File: src/rtl/tsq_pkg.sv
`timescale 1ns / 1ps
`default_nettype none

package tsq_pkg;

    // Stack geometry
    localparam int STACK_DEPTH = 128;
    localparam int CNT_W       = $clog2(STACK_DEPTH + 1);
    localparam int IDX_W       = $clog2(STACK_DEPTH);
    localparam int DATA_W      = 32;

    // Request commands
    localparam logic CMD_PUSH = 1'b0;
    localparam logic CMD_POP  = 1'b1;

    // Result status codes
    typedef enum logic [1:0] {
        ST_OK    = 2'd0,
        ST_FULL  = 2'd1,
        ST_EMPTY = 2'd2
    } t_status;

    typedef struct packed {
        logic                     command;
        logic signed [DATA_W-1:0] value;
    } t_req;

    typedef struct packed {
        logic signed [DATA_W-1:0] data;
        t_status                  status;
    } t_rsp;

    // Stack control from the sequencer
    typedef struct packed {
        logic push;
        logic pop;
    } t_stk_ctl;

endpackage

`default_nettype wire

File: src/rtl/tsq_seq.sv
`timescale 1ns / 1ps
`default_nettype none

module tsq_seq
    import tsq_pkg::*;
(
    input  wire logic                     i_clk,
    input  wire logic                     i_rst_n,
    input  wire logic                     i_start,
    input  wire t_req                     i_req,
    input  wire logic [CNT_W-1:0]         i_in_count,
    input  wire logic [CNT_W-1:0]         i_out_count,
    input  wire logic signed [DATA_W-1:0] i_in_rdata,
    input  wire logic signed [DATA_W-1:0] i_out_rdata,
    output t_stk_ctl                      o_in_ctl,
    output t_stk_ctl                      o_out_ctl,
    output logic signed [DATA_W-1:0]      o_in_wdata,
    output logic signed [DATA_W-1:0]      o_out_wdata,
    output logic                          o_busy,
    output logic                          o_done,
    output t_rsp                          o_rsp
);

    typedef enum logic [1:0] {
        S_IDLE,
        S_XFER,
        S_POP_WAIT
    } t_state;

    t_state r_state, n_state;
    logic   r_pend,  n_pend;
    logic   r_done,  n_done;
    t_rsp   r_rsp,   n_rsp;

    logic in_empty, in_full, out_empty;

    assign in_empty  = (i_in_count == '0);
    assign in_full   = (i_in_count == CNT_W'(STACK_DEPTH));
    assign out_empty = (i_out_count == '0);

    // Write data paths: request value into the input stack, read data across
    assign o_in_wdata  = i_req.value;
    assign o_out_wdata = i_in_rdata;

    // Next-state and stack control
    always_comb begin
        n_state   = r_state;
        n_pend    = r_pend;
        n_done    = 1'b0;
        n_rsp     = r_rsp;
        o_in_ctl  = '0;
        o_out_ctl = '0;
        case (r_state)
            S_IDLE: begin
                if (i_start) begin
                    if (i_req.command == CMD_PUSH) begin
                        n_done = 1'b1;
                        if (in_full) begin
                            n_rsp = '{data: '0, status: ST_FULL};
                        end else begin
                            o_in_ctl.push = 1'b1;
                            n_rsp = '{data: '0, status: ST_OK};
                        end
                    end else if (!out_empty) begin
                        o_out_ctl.pop = 1'b1;
                        n_state       = S_POP_WAIT;
                    end else if (!in_empty) begin
                        n_pend  = 1'b0;
                        n_state = S_XFER;
                    end else begin
                        n_done = 1'b1;
                        n_rsp  = '{data: '0, status: ST_EMPTY};
                    end
                end
            end
            S_XFER: begin
                // read top of input stack; write last read word to output stack
                o_in_ctl.pop   = !in_empty;
                o_out_ctl.push = r_pend;
                n_pend         = !in_empty;
                if (in_empty && !r_pend) begin
                    o_out_ctl.pop = 1'b1;
                    n_state       = S_POP_WAIT;
                end
            end
            S_POP_WAIT: begin
                n_done  = 1'b1;
                n_rsp   = '{data: i_out_rdata, status: ST_OK};
                n_state = S_IDLE;
            end
            default: begin
                n_state = S_IDLE;
            end
        endcase
    end

    // State and registered result
    always_ff @(posedge i_clk) begin
        if (!i_rst_n) begin
            r_state <= S_IDLE;
            r_pend  <= 1'b0;
            r_done  <= 1'b0;
        end else begin
            r_state <= n_state;
            r_pend  <= n_pend;
            r_done  <= n_done;
        end
        r_rsp <= n_rsp;
    end

    assign o_busy = (r_state != S_IDLE);
    assign o_done = r_done;
    assign o_rsp  = r_rsp;

    // Checks
    a_out_push_in_xfer: assert property (@(posedge i_clk) disable iff (!i_rst_n)
        o_out_ctl.push |-> (r_state == S_XFER))
        else $error("output stack written outside transfer");

    a_out_no_overflow: assert property (@(posedge i_clk) disable iff (!i_rst_n)
        o_out_ctl.push |-> (i_out_count != CNT_W'(STACK_DEPTH)))
        else $error("output stack overflow");

    a_in_no_underflow: assert property (@(posedge i_clk) disable iff (!i_rst_n)
        o_in_ctl.pop |-> !in_empty)
        else $error("input stack underflow");

    a_pop_result: assert property (@(posedge i_clk) disable iff (!i_rst_n)
        (r_state == S_POP_WAIT) |=> r_done)
        else $error("pop finished without a result");

endmodule

`default_nettype wire
File: config.mk
export PLATFORM = sky130hd
export DESIGN_NAME = tsq_seq
export DESIGN_NICKNAME = d
export VERILOG_FILES = /design/src/rtl/tsq_pkg.sv /design/src/rtl/tsq_seq.sv
export SDC_FILE = /design/constraint.sdc
export NUM_CORES = 1
export LEC_CHECK = 0
export BUFFER_PORTS_ARGS = -buffer_cell sky130_fd_sc_hd__buf_2
export CORE_AREA = 2 2 118 63
export DETAILED_ROUTE_END_ITERATION = 10
export DIE_AREA = 0 0 120 65
export HOLD_SLACK_MARGIN = 0.05
export PLACE_DENSITY = 0.79
export SYNTH_ARGS = -nofsm -noshare
export SYNTH_HDL_FRONTEND = slang
export SYNTH_SLANG_ARGS = --single-unit
File: constraint.sdc
create_clock -name i_clk -period 4 [get_ports i_clk]
set_clock_uncertainty 0.05 [all_clocks]
set_input_delay 0.2 -clock i_clk [delete_from_list [all_inputs] [get_ports i_clk]]
set_output_delay 0.2 -clock i_clk [all_outputs]
set_load 0.01 [all_outputs]
After elaboration in Yosys (flattened, before gate mapping)
Index checks and enable logic that the tools add are counted.
Word-level totals
  word-level logic and storage cells: 61
  output and inout bits: 104
  register bits after elaboration: 38
  input bits: 116
Operators by class
  reduce and logical (&&, ||, !) cells: 12
  equal/unequal tests: 11
  multiplexer cells: 33
Operators by type and width (count)
  2-to-1 mux 34 bit: 4
  one-hot mux 34 bit (2 select lines): 1
  2-to-1 mux 1 bit: 19
  zero test 8 bit: 2
  2-to-1 mux 2 bit: 5
  != test 2 bit, second input constant: 5
  != test 3 bit, second input constant: 3
  == test 8 bit, second input constant: 1
  AND reduction 4 bit: 2
  one-hot mux 1 bit (2 select lines): 3
  nonzero test 2 bit: 3
  AND reduction 5 bit: 1
  one-hot mux 2 bit (2 select lines): 1
  == test 2 x 1 -> 1 bit, second input constant: 1
  == test 2 bit, second input constant: 1
  zero test 1 bit: 2
  zero test 2 bit: 1
  logical AND 1 bit: 1

Longest topological paths before layout
  depth after elaboration: 6
  mapped depth: 4
  depth with buffers taken out: 3

Worst setup path after synthesis
No wires, ideal clock.
  kind: input -> register
  start: input i_in_count[1]
  end: register r_rsp (netlist bit o_rsp[0]), enable pin
  buffers on the path: 0
  stages on the path: 3
  setup time: 0.477 ns
  arrival: 3.807 ns
  data required time: 3.473 ns
  setup slack: -0.334 ns
  cell sequence: or4_4 > or4_4 > a211oi_1
Between the ends
  longest elaborated chain between the ends: 3
RTL lines
  from (decl): RTL line tsq_seq.sv:11  | input wire logic [CNT_W-1:0] i_in_count,
  zero test 8 bit: RTL line tsq_seq.sv:37  | assign in_empty = (i_in_count == '0);
  != test 3 bit (no line)
  AND reduction 4 bit (no line)
  to (signal assigned): RTL line tsq_seq.sv:108  | r_rsp <= n_rsp;
  to (decl): RTL line tsq_seq.sv:33  | t_rsp r_rsp, n_rsp;
Every way passes these cells.
A chain may end at the register's enable or synchronous reset.

Worst setup path in the final report
  start: input i_in_count[1]
  end: register r_rsp (netlist bit o_rsp[22]), enable pin
Same word-level chain as after synthesis.

==> flow_metrics.env <==
export IMPL_fin_nets=326
export IMPL_max_stage_delay_ns=0.59
export IMPL_clockPowerShare=0.386
export IMPL_p_switching_uw=209
export IMPL_clk_pin_slew_worst_paths_ns=0.06
export IMPL_endpoint_kind="register"
export IMPL_startpoint_type="input port"
export IMPL_antenna_found_initial=0
export IMPL_grt_use_met2=0.188
export IMPL_powerDensity_nw_per_um2=410
export IMPL_combPwrFrac=0.118
export IMPL_whs_ns=0.151
export IMPL_drv_slew=0
export IMPL_fmax_mhz=452
export IMPL_dr_pass1_iters=4
export IMPL_cts_tree="yes"
export IMPL_tns_ns=0
export IMPL_clock_sinks=38
export IMPL_initial_core_util=0.302
export IMPL_max_clock_path_buffers=2
export IMPL_grt_use_total=0.122
export IMPL_worst_setup_path_type="in -> reg"
export IMPL_min_period_over_period=0.554
export IMPL_seq_power_share=0.497
export IMPL_syn_nets=296
export IMPL_syn_area_um2=2090
export IMPL_overflow=0
export IMPL_wirelength_um=4890
export IMPL_ant_nets=0
export IMPL_place_inst=299
export IMPL_dp_hpwl_um=3880
export IMPL_path_max_fanout=34
export IMPL_grtUsageMet3=0.0924
export IMPL_utilization=0.335
export IMPL_detailroute_via_count=1345
export IMPL_cap_violations=0
export IMPL_cts_max_level=2
export IMPL_antennaDiodeCount=0
export IMPL_ff_latch_area_um2=1100
export IMPL_place_gp_congestion=0.733
export IMPL_multi_input_area_um2=489
export IMPL_num_rows=22
export IMPL_core_area_um2=6910
export IMPL_syn_avg_cell_area_um2=11.6
export IMPL_status="finished, final reports clean"
export IMPL_grt_pass1_vias=1253
export IMPL_p_sw_frac=0.220
export IMPL_relSlewSlack=0.320
export IMPL_cp_common_cell="or4_4"
export IMPL_critPathSlowestCell="or4_4"
export IMPL_design_die_area_um2=7800
export IMPL_fillers=704
export IMPL_setup_violations=0
export IMPL_worstSetupStartpoint="i_in_count[1]"
export IMPL_crit_family="simple AND/OR/NAND/NOR gates"
export IMPL_cts_inserted_buffers=5
export IMPL_yosysWarningCount=0
export IMPL_final_hold_viol_count=0
export IMPL_internal_power_uw=740
export IMPL_use_met1=0.133
export IMPL_worst_pin_slew_ns=1.02
export IMPL_wl_per_cell_um=16.0
export IMPL_instances_no_fill=306
export IMPL_synth_yosys_seq_area_share=0.528
export IMPL_finalPower_uw=949
export IMPL_synth_cells=180
export IMPL_leakagePower_uw=0.000989
export IMPL_ys_ff_latch=38
export IMPL_required_ns=3.87
export IMPL_cts_root_buf="clkbuf_16"
export IMPL_drive_gt1_frac=0.514
export IMPL_vias_per_cell=4.40
export IMPL_period_minus_slack_ns=2.21
export IMPL_numPortBuffers=91
export IMPL_critical_path_buf_inv_count=2
export IMPL_grt_busiest_layer="met2"
export IMPL_insertion_delay_ns=0.27
export IMPL_yosysUniqueCellTypes=28
export IMPL_die_h_um=65
export IMPL_cp_arrival_ns=2.08
export IMPL_grt_max_degree=35
export IMPL_ctsResizeCount=0
export IMPL_drtIter0Drc=94
export IMPL_die_x_um=120
export IMPL_worstPathCellList="buf_2 -> or4_4 -> or4_4 -> a211oi_4 -> buf_4"
export IMPL_r2r_start="r_state[1]"
export IMPL_hp_start="i_out_rdata[4]"
export IMPL_cts_setup_buffers=0
export IMPL_rsz0062_at_grt="no"
export IMPL_ios=220
export IMPL_area_delta_synth_final_pct=11.0
export IMPL_peakVddDrop_mv=0.139
export IMPL_hold_buffers=0
export IMPL_hp_class="in -> reg"
export IMPL_grt_pass1_wl_um=7050
export IMPL_drc=0
## cell usage after synthesis
cell | instances | share of area
o32ai_1 | 1 | 0.0042
nand3b_1 | 1 | 0.0036
nor2b_1 | 3 | 0.0090
o21ai_0 | 1 | 0.0024
clkbuf_1 | 4 | 0.0072
nor2_1 | 4 | 0.0072
or4_1 | 2 | 0.0072
and2_1 | 33 | 0.099
nand2_1 | 3 | 0.0054
nor4_1 | 3 | 0.0090
or2_2 | 1 | 0.0030
nor3_1 | 2 | 0.0048
buf_4 | 65 | 0.23
or4_4 | 3 | 0.016
a2111oi_2 | 1 | 0.0072
o221a_2 | 1 | 0.0054
or4bb_1 | 1 | 0.0054
nor4b_1 | 1 | 0.0042
a311oi_1 | 1 | 0.0042
and3_1 | 2 | 0.0060
inv_1 | 2 | 0.0036
a21oi_1 | 2 | 0.0048
nand2b_1 | 1 | 0.0030
or4b_2 | 1 | 0.0048
a2111oi_0 | 1 | 0.0042
edfxtp_1 | 34 | 0.49
dfxtp_1 | 4 | 0.038
a211oi_1 | 2 | 0.0072
## power by group through the flow
stage               Clock, uW  Combinational (uW)  Sequential, uW
global route              400                 124             473
CTS                       380                 114             472
global placement            0                 112             479
floorplan                   0                 101             495
detailed placement          0                 114             480
finish                    366                 112             471
## kinds of logic (layout without fill, tap and decap cells)
logic type,count (synthesis),after routing,synth area share
buffers and inverters,71,101,0.245
AOI/OAI and AO/OA,10,10,0.0396
and+or+nand+nor,61,61,0.188
DFF,38,38,0.528
## placed cells by master (no fill, tap or decap), types with 3 or more instances in the layout
| cell type | Yosys | final |
|---|---|---|
| buf_2 | 0 | 91 |
| nand2_1 | 3 | 3 |
| or4_4 | 3 | 3 |
| and2_1 | 33 | 33 |
| dfxtp_1 | 4 | 4 |
| nor2b_1 | 3 | 3 |
| edfxtp_1 | 34 | 34 |
| clkbuf_16 | 0 | 5 |
| nor2_1 | 4 | 3 |
| nor4_1 | 3 | 3 |
## stage by stage
stage / setup WS (ns) / cell area (um2)
finish: 1.79 / 2320
global route: 1.70 / 2320
CTS: 1.78 / 2320
detailed placement: 1.49 / 2180
global placement: 1.53 / 2180
floorplan: 0.767 / 2090
## state kept, by name (all words and copies together) (netlist names)
signal / cells
o_done: 1
r_state: 2
r_pend: 1
o_rsp: 34
## metal layers
metal,share of wire,wire (um),vias to the layer above
met1,0.39,1900,609
met4,0.0053,26,0
met3,0.17,812,2
met2,0.44,2150,123
met5,0,0,-
li1,-,-,611
## path summary, 6_finish.rpt
check	to	slack [ns]	cells after the start
worst max-delay path	o_rsp[22]	1.79	5
worst max register to register	o_rsp[0]	2.06	3
worst min-delay path	o_rsp[6]	0.15	2
worst min register to register	r_pend	0.56	2
## final cells by class
cell class              count  share of cell area
flip-flops and latches     38               0.475
repair buffers             92               0.200
well taps                  96              0.0519
multi-input cells          71               0.211
clock inverters             2             0.00432
clock buffers               5              0.0540
inverters                   2             0.00324
Note: power is estimated with default switching activity, not from simulation.
